**config.mk**
```make
export PLATFORM = sky130hd
export DESIGN_NAME = led_pattern_generator_top
export DESIGN_NICKNAME = d
export VERILOG_FILES = /design/src/rtl/core/lpg_pkg.sv /design/src/rtl/core/lpg_cfg.sv /design/src/rtl/core/lpg_engine.sv /design/src/rtl/core/led_pattern_generator_top.sv
export SDC_FILE = /design/constraint.sdc
export NUM_CORES = 1
export LEC_CHECK = 0
export ABC_AREA = 1
export BUFFER_PORTS_ARGS = -buffer_cell sky130_fd_sc_hd__buf_2
export CORE_MARGIN = 3
export CORE_UTILIZATION = 55
export CTS_CLUSTER_SIZE = 40
export DETAILED_ROUTE_END_ITERATION = 10
export GPL_ROUTABILITY_DRIVEN = 1
export PLACE_DENSITY = 0.81
export SLEW_MARGIN = 5
export SYNTH_ARGS = -nofsm -noshare
export SYNTH_HDL_FRONTEND = slang
export SYNTH_HIERARCHICAL = 1
export SYNTH_SLANG_ARGS = --single-unit
```
**constraint.sdc**
```tcl
create_clock -name clk_i -period 2.85 [get_ports clk_i]
set_clock_uncertainty 0.05 [all_clocks]
set_input_delay 0.1425 -clock clk_i [delete_from_list [all_inputs] [get_ports clk_i]]
set_output_delay 0.1425 -clock clk_i [all_outputs]
set_load 0.05 [all_outputs]
```
**src/rtl/core/lpg_pkg.sv**
```systemverilog
// ----------------------------------------------------------------------------
// lpg_pkg
// Shared constants, register indexes and types for the LED pattern generator.
// ----------------------------------------------------------------------------
`timescale 1ns / 1ps
`default_nettype none

package lpg_pkg;

  // Width of the time registers that take effect (the mask keeps all 8 bits of the value).
  localparam int unsigned TimeBits = 8;
  localparam int unsigned WaitW    = TimeBits + 4;
  localparam int unsigned StepW    = 16;
  localparam int unsigned DoneW    = 8;
  localparam int unsigned CfgW     = 8;
  localparam int unsigned CfgIdxW  = 3;

  localparam logic [15:0] TimeMask = 16'((32'd1 << TimeBits) - 32'd1);

  // Register indexes
  localparam logic [CfgIdxW-1:0] CfgStyle  = 3'd0;
  localparam logic [CfgIdxW-1:0] CfgMorse  = 3'd1;
  localparam logic [CfgIdxW-1:0] CfgOn     = 3'd2;
  localparam logic [CfgIdxW-1:0] CfgOff    = 3'd3;
  localparam logic [CfgIdxW-1:0] CfgPause  = 3'd4;
  localparam logic [CfgIdxW-1:0] CfgRepeat = 3'd5;

  // Pattern style codes
  localparam logic [3:0] StyleBlink    = 4'd0;
  localparam logic [3:0] StyleMorseMin = 4'd1;
  localparam logic [3:0] StyleMorseMax = 4'd8;
  localparam logic [3:0] StyleFade     = 4'd9;

  // Fade step counter layout
  localparam logic [StepW-1:0] FadeDir     = 16'h8000;
  localparam logic [StepW-1:0] FadeLvlMask = 16'h7F00;
  localparam logic [StepW-1:0] FadeLvlTop  = 16'h0F00;
  localparam logic [StepW-1:0] FadeSubStep = 16'h0010;
  localparam logic [StepW-1:0] FadeKeep    = 16'hFFFC;

  typedef struct packed {
    logic [3:0]      pattern_style;
    logic [CfgW-1:0] morse_code;
    logic [CfgW-1:0] on_time;
    logic [CfgW-1:0] off_time;
    logic [CfgW-1:0] pause_time;
    logic [CfgW-1:0] repeat_count;
  } cfg_t;

  // Time register value as a wait count, masked to TimeBits.
  function automatic logic [WaitW-1:0] time_ext(input logic [CfgW-1:0] v);
    logic [15:0] w;
    w = {8'd0, v} & TimeMask;
    return WaitW'(w);
  endfunction

endpackage

`default_nettype wire

```
**src/rtl/core/lpg_cfg.sv**
```systemverilog
// ----------------------------------------------------------------------------
// lpg_cfg
// Configuration register file, written through a plain write port.
// ----------------------------------------------------------------------------
`timescale 1ns / 1ps
`default_nettype none

module lpg_cfg (
  input  wire logic                        clk_i,
  input  wire logic                        rst_ni,
  input  wire logic                        cfg_we_i,
  input  wire logic [lpg_pkg::CfgIdxW-1:0] cfg_idx_i,
  input  wire logic [lpg_pkg::CfgW-1:0]    cfg_wdata_i,
  output lpg_pkg::cfg_t                    cfg_o
);
  import lpg_pkg::*;

  cfg_t cfg_q, cfg_d;

  always_comb begin
    cfg_d = cfg_q;
    if (cfg_we_i) begin
      case (cfg_idx_i)
        CfgStyle:  cfg_d.pattern_style = cfg_wdata_i[3:0];
        CfgMorse:  cfg_d.morse_code    = cfg_wdata_i;
        CfgOn:     cfg_d.on_time       = cfg_wdata_i;
        CfgOff:    cfg_d.off_time      = cfg_wdata_i;
        CfgPause:  cfg_d.pause_time    = cfg_wdata_i;
        CfgRepeat: cfg_d.repeat_count  = cfg_wdata_i;
        default:   cfg_d = cfg_q;  // unmapped index, ignored
      endcase
    end
  end

  always_ff @(posedge clk_i or negedge rst_ni) begin
    if (!rst_ni) begin
      cfg_q <= '0;
    end else begin
      cfg_q <= cfg_d;
    end
  end

  assign cfg_o = cfg_q;

endmodule

`default_nettype wire

```
**src/rtl/core/lpg_engine.sv**
```systemverilog
// ----------------------------------------------------------------------------
// lpg_engine
// Pattern state and one-tick update; LED level and done count are the result.
// ----------------------------------------------------------------------------
`timescale 1ns / 1ps
`default_nettype none

module lpg_engine (
  input  wire logic                      clk_i,
  input  wire logic                      rst_ni,
  input  wire lpg_pkg::cfg_t             cfg_i,
  input  wire logic                      tick_i,   // apply one tick
  input  wire logic                      clear_i,  // clear done count first
  output logic                           led_o,
  output logic [lpg_pkg::DoneW-1:0]      done_o
);
  import lpg_pkg::*;

  logic [WaitW-1:0] wait_q, wait_d;
  logic [StepW-1:0] step_q, step_d;
  logic [DoneW-1:0] done_q, done_d;
  logic             led_q,  led_d;

  logic [StepW-1:0] step_inc;
  logic [StepW-1:0] rep2;
  logic [14:0]      midx;
  logic [14:0]      mbit;
  logic             mshort;
  logic [StepW-1:0] fc;
  logic [1:0]       plane;
  logic [7:0]       flvl;
  logic [WaitW-1:0] wait_dec;

  always_comb begin
    done_d   = clear_i ? '0 : done_q;
    wait_dec = (wait_q != '0) ? wait_q - WaitW'(1) : '0;
    wait_d   = wait_dec;
    step_d   = step_q;
    led_d    = led_q;

    step_inc = step_q + StepW'(1);
    rep2     = {7'd0, cfg_i.repeat_count, 1'b0};
    midx     = step_q[StepW-1:1];
    mbit     = midx - 15'd3;
    mshort   = (midx >= 15'd3) && (mbit < 15'd8) && cfg_i.morse_code[mbit[2:0]];
    fc       = step_q;
    plane    = '0;
    flvl     = '0;

    if (wait_dec == '0) begin
      if (cfg_i.pattern_style == StyleBlink) begin
        step_d = step_inc;
        if ((cfg_i.repeat_count != '0) && (step_inc == rep2)) begin
          led_d  = 1'b0;
          wait_d = time_ext(cfg_i.pause_time);
          step_d = '0;
          done_d = done_d + DoneW'(1);
        end else if ((cfg_i.repeat_count != '0) && step_inc[0] &&
                     (time_ext(cfg_i.on_time) != '0)) begin
          led_d  = 1'b1;
          wait_d = time_ext(cfg_i.on_time);
        end else begin
          led_d  = 1'b0;
          wait_d = time_ext(cfg_i.off_time);
        end
      end else if (cfg_i.pattern_style inside {[StyleMorseMin:StyleMorseMax]}) begin
        step_d = step_inc;
        if ((midx >= 15'd3) && (mbit >= {11'd0, cfg_i.pattern_style})) begin
          // pattern complete: pause
          led_d  = 1'b0;
          wait_d = time_ext(cfg_i.pause_time);
          step_d = '0;
          done_d = done_d + DoneW'(1);
        end else if (!step_inc[0]) begin
          led_d  = 1'b0;
          wait_d = time_ext(cfg_i.off_time);
        end else if (!mshort) begin
          led_d  = 1'b1;
          wait_d = time_ext(cfg_i.on_time) << 4;
        end else begin
          led_d  = 1'b1;
          wait_d = time_ext(cfg_i.on_time);
        end
      end else if (cfg_i.pattern_style == StyleFade) begin
        if ((step_q & FadeDir) == '0) begin
          fc = step_q + FadeSubStep;
          if ((fc & FadeLvlMask) > FadeLvlTop) begin
            fc     = fc | FadeDir;
            done_d = done_d + DoneW'(1);
          end
        end else begin
          fc = (step_q - FadeSubStep) | FadeDir;
          if ((fc & FadeLvlMask) == '0) begin
            fc = fc & ~FadeDir;
          end
        end
        plane  = fc[1:0] + 2'd1;
        fc     = (fc & FadeKeep) | {14'd0, plane};
        flvl   = fc[15:8];
        step_d = fc;
        wait_d = WaitW'(1) << plane;
        led_d  = flvl[plane];
      end
      // unused styles: hold LED and step; the done count changes only by a clear
    end
  end

  always_ff @(posedge clk_i or negedge rst_ni) begin
    if (!rst_ni) begin
      wait_q <= '0;
      step_q <= '0;
      done_q <= '0;
      led_q  <= 1'b0;
    end else if (tick_i) begin
      wait_q <= wait_d;
      step_q <= step_d;
      done_q <= done_d;
      led_q  <= led_d;
    end
  end

  assign led_o  = led_q;
  assign done_o = done_q;

endmodule

`default_nettype wire

```
**src/rtl/core/led_pattern_generator_top.sv**
```systemverilog
// ----------------------------------------------------------------------------
// led_pattern_generator_top
// One-channel LED pattern engine (blink, morse, 4-bit fade) driven by ticks.
// ----------------------------------------------------------------------------
// Each input transaction is one time tick and produces exactly one output
// transaction carrying the LED level after the tick and the count of
// completed patterns (fade peaks in fade mode). The block sustains one
// transaction per clock while the result channel is not stalled: a tick is
// captured in an input register, then the engine applies it in one pass of
// logic once the result register is free, and the new state itself is the
// result register, so the result is held there until it is taken.
// The pattern state advances only when the result register is free (empty
// or being taken), which is what limits throughput under output
// backpressure. Registers are written through the configuration port, one
// per cycle, and must only be changed while no transaction is in flight.
// ----------------------------------------------------------------------------
`timescale 1ns / 1ps
`default_nettype none

module led_pattern_generator_top (
  input  wire logic                        clk_i,
  input  wire logic                        rst_ni,
  // configuration write port
  input  wire logic                        cfg_we_i,
  input  wire logic [lpg_pkg::CfgIdxW-1:0] cfg_idx_i,
  input  wire logic [lpg_pkg::CfgW-1:0]    cfg_wdata_i,
  // tick input channel
  input  wire logic                        in_valid_i,
  output logic                             in_ready_o,
  input  wire logic                        clear_count_i,
  // result channel
  output logic                             out_valid_o,
  input  wire logic                        out_ready_i,
  output logic                             led_on_o,
  output logic [lpg_pkg::DoneW-1:0]        patterns_done_o
);
  import lpg_pkg::*;

  cfg_t cfg;

  // Input stage
  logic in_vld_q;
  logic clear_q;

  // Result stage valid; the payload lives in the engine state
  logic out_vld_q;

  logic res_free;  // result register can take a new tick this cycle
  logic advance;   // input stage moves into the engine

  assign res_free   = !out_vld_q || out_ready_i;
  assign advance    = in_vld_q && res_free;
  assign in_ready_o = !in_vld_q || advance;

  always_ff @(posedge clk_i or negedge rst_ni) begin
    if (!rst_ni) begin
      in_vld_q  <= 1'b0;
      out_vld_q <= 1'b0;
    end else begin
      if (in_ready_o) begin
        in_vld_q <= in_valid_i;
      end
      if (res_free) begin
        out_vld_q <= in_vld_q;
      end
    end
  end

  // Payload register, no reset needed
  always_ff @(posedge clk_i) begin
    if (in_valid_i && in_ready_o) begin
      clear_q <= clear_count_i;
    end
  end

  lpg_cfg u_cfg (
    .clk_i       (clk_i),
    .rst_ni      (rst_ni),
    .cfg_we_i    (cfg_we_i),
    .cfg_idx_i   (cfg_idx_i),
    .cfg_wdata_i (cfg_wdata_i),
    .cfg_o       (cfg)
  );

  lpg_engine u_engine (
    .clk_i   (clk_i),
    .rst_ni  (rst_ni),
    .cfg_i   (cfg),
    .tick_i  (advance),
    .clear_i (clear_q),
    .led_o   (led_on_o),
    .done_o  (patterns_done_o)
  );

  assign out_valid_o = out_vld_q;

endmodule

`default_nettype wire

```
==> results of run 1 <==
==> final cells by class <==
type / count / area, um^2 / share of cell area (%)
multi-input cells: 926 / 4620 / 56.1
flip-flops and latches: 84 / 2110 / 25.6
repair buffers: 74 / 504 / 6.12
inverters: 134 / 503 / 6.10
clock buffers: 11 / 243 / 2.95
well taps: 172 / 215 / 2.61
clock inverters: 5 / 43.8 / 0.531
==> synth_stat cells, types with 2 or more instances <==
| library cell | instances | area (um^2) |
|---|---|---|
| a21oi_1 | 24 | 120 |
| a22oi_1 | 8 | 60.1 |
| and2_1 | 2 | 12.5 |
| buf_1 | 2 | 7.51 |
| buf_2 | 10 | 50.1 |
| buf_4 | 5 | 37.5 |
| buf_6 | 9 | 101 |
| clkbuf_1 | 8 | 30.0 |
| clkinv_1 | 3 | 11.3 |
| dfrtp_1 | 83 | 2080 |
| ha_1 | 14 | 175 |
| inv_1 | 122 | 458 |
| inv_2 | 9 | 33.8 |
| nand2_1 | 401 | 1510 |
| nand2_2 | 14 | 87.6 |
| nand2_4 | 3 | 33.8 |
| nand3_1 | 135 | 676 |
| nand3_2 | 10 | 100 |
| nand3_4 | 3 | 52.6 |
| nand3b_1 | 2 | 15.0 |
| nand4_1 | 32 | 200 |
| nor2_1 | 140 | 526 |
| nor2_2 | 21 | 131 |
| nor2_4 | 10 | 113 |
| nor3_1 | 7 | 35.0 |
| nor4_1 | 3 | 18.8 |
| o211ai_1 | 2 | 15.0 |
| o21ai_0 | 47 | 235 |
| o21ai_1 | 14 | 70.1 |
| o22ai_1 | 4 | 25.0 |
| or2_2 | 6 | 37.5 |
| xor2_1 | 17 | 149 |
==> per-layer routing <==
| metal | wire (um) | GRT usage, % | vias to the layer above |
|---|---|---|---|
| met4 | 768 | 11.1 | 0 |
| met5 | 0 | 0 | - |
| met2 | 9530 | 46.3 | 426 |
| li1 | - | - | 3881 |
| met3 | 2060 | 4.66 | 61 |
| met1 | 9190 | 41.2 | 3567 |
==> worst reg2reg max path, cell delays in order, from the launching register on <==
cell and delay [ns]:
dfrtp_1 0.40, buf_4 0.16, nand2_2 0.10, nand2_4 0.08, xor2_2 0.22, inv_1 0.06
ha_1 0.28, nand2_1 0.06, o21ai_0 0.09, nor3_2 0.30, nand3_4 0.18, nand2_2 0.14
nand2_4 0.07, nor2_4 0.20, nand4_1 0.15, a21oi_1 0.19
==> worst max-delay path by stage <==
| stage | startpoint | to | slack, ns | cells after the start |
|---|---|---|---|---|
| 2_1_floorplan | u_engine/step_q[1]$_DFFE_PN0P_ | u_engine/wait_q[10]$_DFFE_PN0P_ | 0.13 | 18 |
| 3_3_place_gp | u_engine/step_q[1]$_DFFE_PN0P_ | u_engine/done_o[7]$_DFFE_PN0P_ | 0.12 | 18 |
| 3_5_place_dp | u_engine/step_q[1]$_DFFE_PN0P_ | u_engine/done_o[7]$_DFFE_PN0P_ | -0.04 | 18 |
| 4_1_cts | u_engine/step_q[1]$_DFFE_PN0P_ | u_engine/done_o[7]$_DFFE_PN0P_ | 0.05 | 18 |
| 5_1_grt | u_engine/step_q[1]$_DFFE_PN0P_ | u_engine/wait_q[10]$_DFFE_PN0P_ | -0.09 | 15 |
| 6_report | u_engine/step_q[1]$_DFFE_PN0P_ | u_engine/wait_q[10]$_DFFE_PN0P_ | 0.05 | 15 |
==> power breakdown <==
| part | total (uW) | switching, uW | leakage, uW | internal [uW] |
|---|---|---|---|---|
| combinational | 1380 | 930 | 0.00304 | 449 |
| clock | 1140 | 509 | 0.000135 | 627 |
| sequential | 1600 | 215 | 0.00101 | 1380 |
==> through the flow <==
step	instance area [um^2]	utilization, %	power, uW
finish	8240	64.3	4110
global route	8240	64.3	4380
CTS	8050	62.8	4080
detailed placement	7720	60.2	2920
global placement	7720	60.2	2880
floorplan	7310	-	2530
==> registers in the layout (all words and copies together) (netlist names) <==
register	cells
u_engine/step_q	16
clear_q	1
u_cfg/cfg_o	44
u_engine/wait_q	12
u_engine/led_o	1
u_engine/done_o	8
in_vld_q	1
out_valid_o	1
==> logic make-up (layout without fill, tap and decap cells) <==
kind of cell	Yosys count	after routing	synth area share, %
compound gates	102	102	7.65
xor+xnor	18	18	2.16
flops	84	84	28.8
buf+inv	168	224	9.98
simple gates	792	792	49.0
fa+ha+maj	14	14	2.40
==> cell usage in the layout, fill, tap and decap left out, drive strengths merged <==
master and count:
nand2 418, nor2 172, nand3 148, inv 134, dfrtp 83, buf 70, o21ai 62, nand4 32
a21oi 26, xor2 17, ha 14, clkbuf 11, a22oi 8, nor3 7, or2 7, dlygate4sd3 4
o22ai 4, clkinv 3, nor4 3, clkinvlp 2, and2 2, o211ai 2, nand3b 2, edfxtp 1
nor3b 1, xnor2 1
==> repair_timing <==
item,in CTS,in global routing
gates resized for setup,1,36
pin swaps,0,12
endpoints found under the setup margin,4,30
hold buffers,4,0
setup buffers,0,5
hold endpoints to repair,9,0
==> reports/metrics.yaml, run 1 <==
status: "finished clean"
clockBufferDepth: 2
hp-start: "cfg_wdata_i[6]"
slew_headroom_pct: 27.1
root_buffer: "clkbuf_16"
wirelength_um: 21600
slew_viol_final: 0
ys_seq_elements: 84
fill_cells: 1177
crit_type: "reg2reg"
finalNonFillerCells: 1406
insertion_delay_ns: 0.35
worst_pin_slew_ns: 1.09
antenna_found_initial: 0
synth_nets: 1209
synthCells: 1178
start_util_pct: 57.0
final-setup-viol-count: 0
grt_start_max_net_pins: 84
clock-sinks: 84
port_buffers: 27
synth_edf_count: 1
core-area_um2: 12800
nets: 1260
yosys_warnings: 6
grt_pass1_wl_um: 34900
critPathTopFamily: "simple AND/OR/NAND/NOR gates"
critPathMaxStageDelay_ns: 0.40
worst_hold_slack_ns: 0.0343
via_per_inst: 5.64
dp.cells: 1381
rsz0062_at_grt: "yes"
async_flop_share_pct: 98.8
layout_setup_ws_ns: 0.0513
ff2ff_path_depth: 15
final-hold-violation-count: 0
synth_cell_types: 40
gp_congestion: 1.08
cts_buffers: 9
grt_overflow: 0
h-tree-depth: 3
grt_pass1_vias: 7121
path_buf_inv: 2
detail_route.wl_per_cell_um: 15.3
fin_tns_setup_ns: 0
cp_max_fo: 5
syn_area_per_cell_um2: 6.21
rr_endpoint: "u_engine/wait_q[10]$_DFFE_PN0P_"
cts_tree: "done"
vias: 7935
area_growth_pct: 12.7
ff2ff_setup_slack_ns: 0.05
worst_ep_arrival_time_ns: 3.01
yosysSeqAreaShare_pct: 28.8
antenna_left: 0
slowest_stage: "dfrtp_1"
setup.worst_path.end_class: "register"
hold_end: "u_cfg/cfg_o[22]$_DFFE_PN0P_"
timing.final.crit_period_ns: 2.80
first_pass_iters: 7
die_w_um: 121
place_ws_ns: -0.0379
clk_pin_slew_ns: 0.06
hp-class: "in2reg"
power_density_nw_per_um2: 499
cp.required_ns: 3.06
drt_iter0_markers: 1005
rows: 41
p_leak_uw: 0.00419
drive_gt1_share_pct: 15.2
drv_cap: 0
fmax_mhz: 357
dieHeight_um: 121
path_cells: "buf_4 -> nand2_2 -> nand2_4 -> xor2_2 -> inv_1 -> ha_1 -> nand2_1 -> o21ai_0 -> nor3_2 -> nand3_4 -> nand2_2 -> nand2_4 -> nor2_4 -> nand4_1 -> a21oi_1"
hpwl_um: 16100
min_path_cells: 3
synth_ff_type: "dfrtp_1"
fin_crit_sh_pct: 98.2
peakVddDrop_mv: 0.494
dieArea_um2: 14700
drc_errors: 0
pin_count: 28
synth_area_um2: 7310
diodes: 0
reg2reg_from: "u_engine/step_q[1]$_DFFE_PN0P_"
start_kind: "register"
grtUsageTotal_pct: 29.6
Note: power is estimated with default switching activity, not from simulation.
==> inputs of run 2 (changes only) <==
--- a/config.mk
+++ b/config.mk
@@ -12,6 +12,7 @@
 export CTS_CLUSTER_SIZE = 40
 export DETAILED_ROUTE_END_ITERATION = 10
 export GPL_ROUTABILITY_DRIVEN = 1
+export HOLD_SLACK_MARGIN = 0.12
 export PLACE_DENSITY = 0.81
 export SLEW_MARGIN = 5
 export SYNTH_ARGS = -nofsm -noshare
==> run 2 against run 1 <==
Setup slack got worse by 0.0080 ns. Power rose by 0.72%. Worst hold slack better by 0.097 ns. Final cell count is 0.71% higher. Sequential cell count did not move. Die area stayed put. Sequential power hardly changed. Critical path depth unchanged. Largest power group unchanged. Highest routed layer unchanged.
==> reports/metrics.yaml, run 2 (synthesized netlist as in run 1, its figures left out) <==
status: "finished clean"
via_per_inst: 5.67
root_buffer: "clkbuf_16"
rr_endpoint: "u_engine/wait_q[10]$_DFFE_PN0P_"
final_area_um2: 8350
die_w_um: 121
vias: 8022
gp_congestion: 1.08
largest_reg_flops: 44
slowest_stage: "dfrtp_1"
mostFrequentLayoutCell: "nand2_1"
final-hold-violation-count: 0
cp_max_fo: 5
fin_crit_sh_pct: 98.5
cts_buffers: 9
antenna_left: 0
dieArea_um2: 14700
clock-sinks: 84
pin_count: 28
wirelength_um: 21800
rsz0062_at_grt: "yes"
regArea_um2: 2110
peakVddDrop_mv: 0.470
nets: 1270
grt_start_max_net_pins: 84
clockBufferDepth: 2
power_density_nw_per_um2: 496
reg2reg_from: "u_engine/step_q[1]$_DFFE_PN0P_"
hpwl_um: 16100
drt_iter0_markers: 946
timing.final.crit_period_ns: 2.81
layout_common_cells: "394 x nand2_1, 138 x nor2_1, 135 x nand3_1, 119 x inv_1, 83 x dfrtp_1"
dieHeight_um: 121
clk_pin_slew_ns: 0.06
grt_pass1_vias: 7245
slew_viol_final: 0
h-tree-depth: 3
drive_gt1_share_pct: 15.1
insertion_delay_ns: 0.35
worst_ep_arrival_time_ns: 3.02
port_buffers: 27
final-setup-viol-count: 0
dpl_cell_area_um2: 7720
area_growth_pct: 14.3
slew_headroom_pct: 27.0
cts_tree: "done"
ff2ff_path_depth: 15
min_path_cells: 4
start_util_pct: 57.0
hold_end: "u_cfg/cfg_o[25]$_DFFE_PN0P_"
fmax_mhz: 356
setup.worst_path.end_class: "register"
post-route-util_pct: 65.1
place_ws_ns: -0.0379
layout_setup_ws_ns: 0.0434
drv_cap: 0
path_cells: "buf_4 -> nand2_2 -> nand2_4 -> xor2_2 -> inv_1 -> ha_1 -> nand2_1 -> o21ai_0 -> nor3_2 -> nand3_4 -> nand2_2 -> nand2_4 -> nor2_4 -> nand4_1 -> a21oi_1"
start_kind: "register"
p_leak_uw: 0.00423
critPathMaxStageDelay_ns: 0.40
diodes: 0
core-area_um2: 12800
fill_cells: 1147
path_buf_inv: 2
detail_route.wl_per_cell_um: 15.4
crit_type: "reg2reg"
cp.required_ns: 3.07
hp-class: "in2reg"
multi_input_area_um2: 4620
grt_overflow: 0
drc_errors: 0
hp-start: "cfg_idx_i[0]"
rows: 41
first_pass_iters: 8
critPathTopFamily: "simple AND/OR/NAND/NOR gates"
ff2ff_setup_slack_ns: 0.04
worst_pin_slew_ns: 1.09
grtUsageTotal_pct: 30.1
antenna_found_initial: 0
grt_pass1_wl_um: 35500
==> run 2: cell count changes in the layout (fill, tap and decap cells not counted), sizes merged <==
cell,change
dlygate4sd3,+10
==> run 2: how the worst max path moves through the flow <==
stage                                              start                         endpoint  depth (start not counted)
after floorplan           u_engine/step_q[1]$_DFFE_PN0P_  u_engine/wait_q[10]$_DFFE_PN0P_                         18
after global placement    u_engine/step_q[1]$_DFFE_PN0P_   u_engine/done_o[7]$_DFFE_PN0P_                         18
after detailed placement  u_engine/step_q[1]$_DFFE_PN0P_   u_engine/done_o[7]$_DFFE_PN0P_                         18
after CTS                 u_engine/step_q[1]$_DFFE_PN0P_   u_engine/done_o[7]$_DFFE_PN0P_                         18
after global routing      u_engine/step_q[1]$_DFFE_PN0P_  u_engine/wait_q[10]$_DFFE_PN0P_                         15
final                     u_engine/step_q[1]$_DFFE_PN0P_  u_engine/wait_q[10]$_DFFE_PN0P_                         15
==> run 2: layout make-up <==
cell class              count  area share (%)
flip-flops and latches     84            25.2
repair buffers             84            7.38
well taps                 172            2.58
clock inverters             5           0.524
multi-input cells         926            55.4
clock buffers              11            2.91
inverters                 134            6.02
==> run 2: worst min-delay path, stage by stage <==
cell     delay [ns]
buf_2          0.15
nor2_4         0.09
nand3_1        0.07
nand2_1        0.05
==> run 2: per-stage QoR <==
stage	instances	power [uW]	hold WS, ns	TNS, ns
after global routing	1416	4390	0.152	-0.319
after detailed placement	1381	2920	0.272	-0.0595
after floorplan	1178	2530	-0.203	0
after global placement	1381	2880	0.270	0
final	1416	4140	0.131	0
after CTS	1411	4090	0.124	0
==> run 2: what timing repair did <==
action                                  in CTS  in global routing
setup buffers                                0                  5
hold buffers                                14                  0
resized for setup                            1                 36
hold endpoints to repair                   131                  0
endpoints found under the setup margin       4                 30
pin swaps                                    0                 12
==> run 2: power by group <==
group          internal (uW)  leakage (uW)  switching [uW]
clock network            628      0.000135             521
registers               1380       0.00101             216
logic                    459       0.00308             937
==> run 2: routing by layer <==
layer	GRT usage (%)	vias up	wire length (um)
met4	11.3	0	656
met2	47.1	407	9850
met3	4.99	54	1850
met5	0	-	0
met1	41.8	3664	9480
li1	-	3897	-
==> inputs of run 3 (changes only) <==
--- a/config.mk
+++ b/config.mk
@@ -8,12 +8,12 @@
 export ABC_AREA = 1
 export BUFFER_PORTS_ARGS = -buffer_cell sky130_fd_sc_hd__buf_2
 export CORE_MARGIN = 3
-export CORE_UTILIZATION = 55
+export CORE_UTILIZATION = 40
 export CTS_CLUSTER_SIZE = 40
 export DETAILED_ROUTE_END_ITERATION = 10
 export GPL_ROUTABILITY_DRIVEN = 1
 export HOLD_SLACK_MARGIN = 0.12
-export PLACE_DENSITY = 0.81
+export PLACE_DENSITY = 0.64
 export SLEW_MARGIN = 5
 export SYNTH_ARGS = -nofsm -noshare
 export SYNTH_HDL_FRONTEND = slang
==> run 3 against run 2 <==
Global-route usage decreased by 6.8 points. Clock power increased by 10%. First-iteration DRC count decreased by 23%. Die area increased by 36%. Final cell count grew 5.0%. Sequential share of layout area shrank 0.76 points. Non-clock buffer count is 18 higher. Routed wire length up 5.3%. Design area is 3.2% higher. Largest power group unchanged. Sequential power about the same.
==> reports/metrics.yaml, run 3 (synthesized netlist as in run 1, its figures left out) <==
core-area_um2: 17600
pin_count: 28
start_util_pct: 41.5
vias: 7946
layout_common_cells: "397 x nand2_1, 140 x nor2_1, 135 x nand3_1, 118 x inv_1, 82 x dfrtp_1"
antenna_left: 0
crit_top_cell: "nand2_2"
grt_pass1_wl_um: 37500
hp-class: "in2reg"
diodes: 0
p_leak_uw: 0.00432
wirelength_um: 23000
antenna_found_initial: 0
start_kind: "register"
via_per_inst: 5.34
worst_hold_slack_ns: 0.141
hpwl_um: 17500
peakVddDrop_mv: 0.398
drive_gt1_share_pct: 16.3
drv_cap: 0
slew_headroom_pct: 35.2
crit_type: "reg2reg"
grt_overflow: 0
final-hold-violation-count: 0
path_cells: "ha_2 -> nand2_1 -> nand2_2 -> inv_2 -> ha_4 -> a21oi_2 -> o21ai_0 -> nand2_1 -> o21ai_0 -> nor3_2 -> nand3_4 -> nand2_2 -> nand2_2 -> nor2_4 -> nand4_1 -> a21oi_1"
timing.final.crit_period_ns: 2.72
port_buffers: 27
area_growth_pct: 17.9
grt_start_max_net_pins: 56
post-route-util_pct: 49.0
grt_pass1_vias: 7315
fmax_mhz: 368
dp.cells: 1453
total_power_uw: 4300
largest_reg_flops: 44
status: "finished clean"
h-tree-depth: 3
first_pass_iters: 6
die_w_um: 141
critPathMaxStageDelay_ns: 0.39
power_density_nw_per_um2: 500
detail_route.wl_per_cell_um: 15.5
nets: 1288
rows: 48
drc_errors: 0
dieArea_um2: 19900
mostFrequentLayoutCell: "nand2_1"
slew_viol_final: 0
clock-sinks: 84
worst_pin_slew_ns: 0.966
fill_cells: 1832
cp.required_ns: 3.07
final-setup-viol-count: 0
gp_congestion: 1.00
finalNonFillerCells: 1487
worst_ep_arrival_time_ns: 2.94
dieHeight_um: 141
cts_tree: "done"
clockBufferDepth: 2
clk_pin_slew_ns: 0.07
drt_iter0_markers: 728
cp_max_fo: 5
root_buffer: "clkbuf_16"
fin_crit_sh_pct: 95.4
insertion_delay_ns: 0.36
slowest_stage: "dfrtp_1"
setup.worst_path.end_class: "register"
grtUsageTotal_pct: 23.2
cts_buffers: 9
[run 3: changes by cell type in the layout (fill, tap and decap cells not counted), moves of 2 or more]
cell	delta
nor2_1	+2
ha_4	+3
nand2_4	-4
nor2_2	-3
ha_1	-2
buf_4	+15
buf_6	+2
nand2_1	+3
[run 3: final timing paths]
check                                               start                              end  slack, ns  cells after the start
hold / removal                                   cfg_we_i      u_cfg/cfg_o[18]$_DFFE_PN0P_       0.14                      5
max in group asynchronous                          rst_ni   u_engine/step_q[6]$_DFFE_PN0P_       1.74                      3
setup / recovery           u_engine/step_q[2]$_DFFE_PN0P_   u_engine/wait_q[9]$_DFFE_PN0P_       0.13                     16
min in group asynchronous                          rst_ni  u_engine/step_q[15]$_DFFE_PN0P_       0.35                      2
setup reg to reg           u_engine/step_q[2]$_DFFE_PN0P_   u_engine/wait_q[9]$_DFFE_PN0P_       0.13                     16
hold reg to reg               u_cfg/cfg_o[34]$_DFFE_PN0P_      u_cfg/cfg_o[34]$_DFFE_PN0P_       0.43                      2
[run 3: layout make-up]
type / instances / area [um^2] / area share [%]
clock buffer: 11 / 253 / 2.93
clock inverter: 5 / 66.3 / 0.770
inverter: 134 / 503 / 5.84
multi-input combinational: 926 / 4640 / 53.9
sequential: 84 / 2110 / 24.5
tap: 225 / 282 / 3.27
timing repair buffer: 102 / 762 / 8.84
[run 3: worst max-delay path, delay by kind of cell, from the launching register on]
kind	cells	cell delay (ns)
compound gates	4	0.48
simple gates	9	1.25
flops	1	0.39
fa+ha+maj	2	0.42
buf+inv	1	0.07
[run 3: where the power goes]
group / internal, uW / total (uW) / switching (uW)
clock network: 739 / 1270 / 531
registers: 1380 / 1600 / 215
logic: 498 / 1440 / 940
[run 3: through the flow]
stage / setup WS, ns / instance area (um^2) / TNS (ns)
floorplan: 0.127 / 7310 / 0
global placement: 0.0717 / 7940 / 0
detailed placement: 0.0399 / 7940 / 0
CTS: 0.0307 / 8410 / 0
global route: -0.0404 / 8620 / -0.0762
finish: 0.131 / 8620 / 0
[run 3: what timing repair did]
action                                 in CTS  in global routing
resized for setup                           0                 38
hold buffers                               15                  0
buffers inserted                            0                  3
setup endpoints to repair                   0                 30
endpoints found under the hold margin     102                  0
[run 3: routing by layer]
metal	vias up	GRT usage, %	part of all wire, %
li1	3942	-	-
met1	3686	33.2	47
met2	282	36.3	45
met3	36	3.05	6.4
met4	0	7.96	2.4
met5	-	0	0
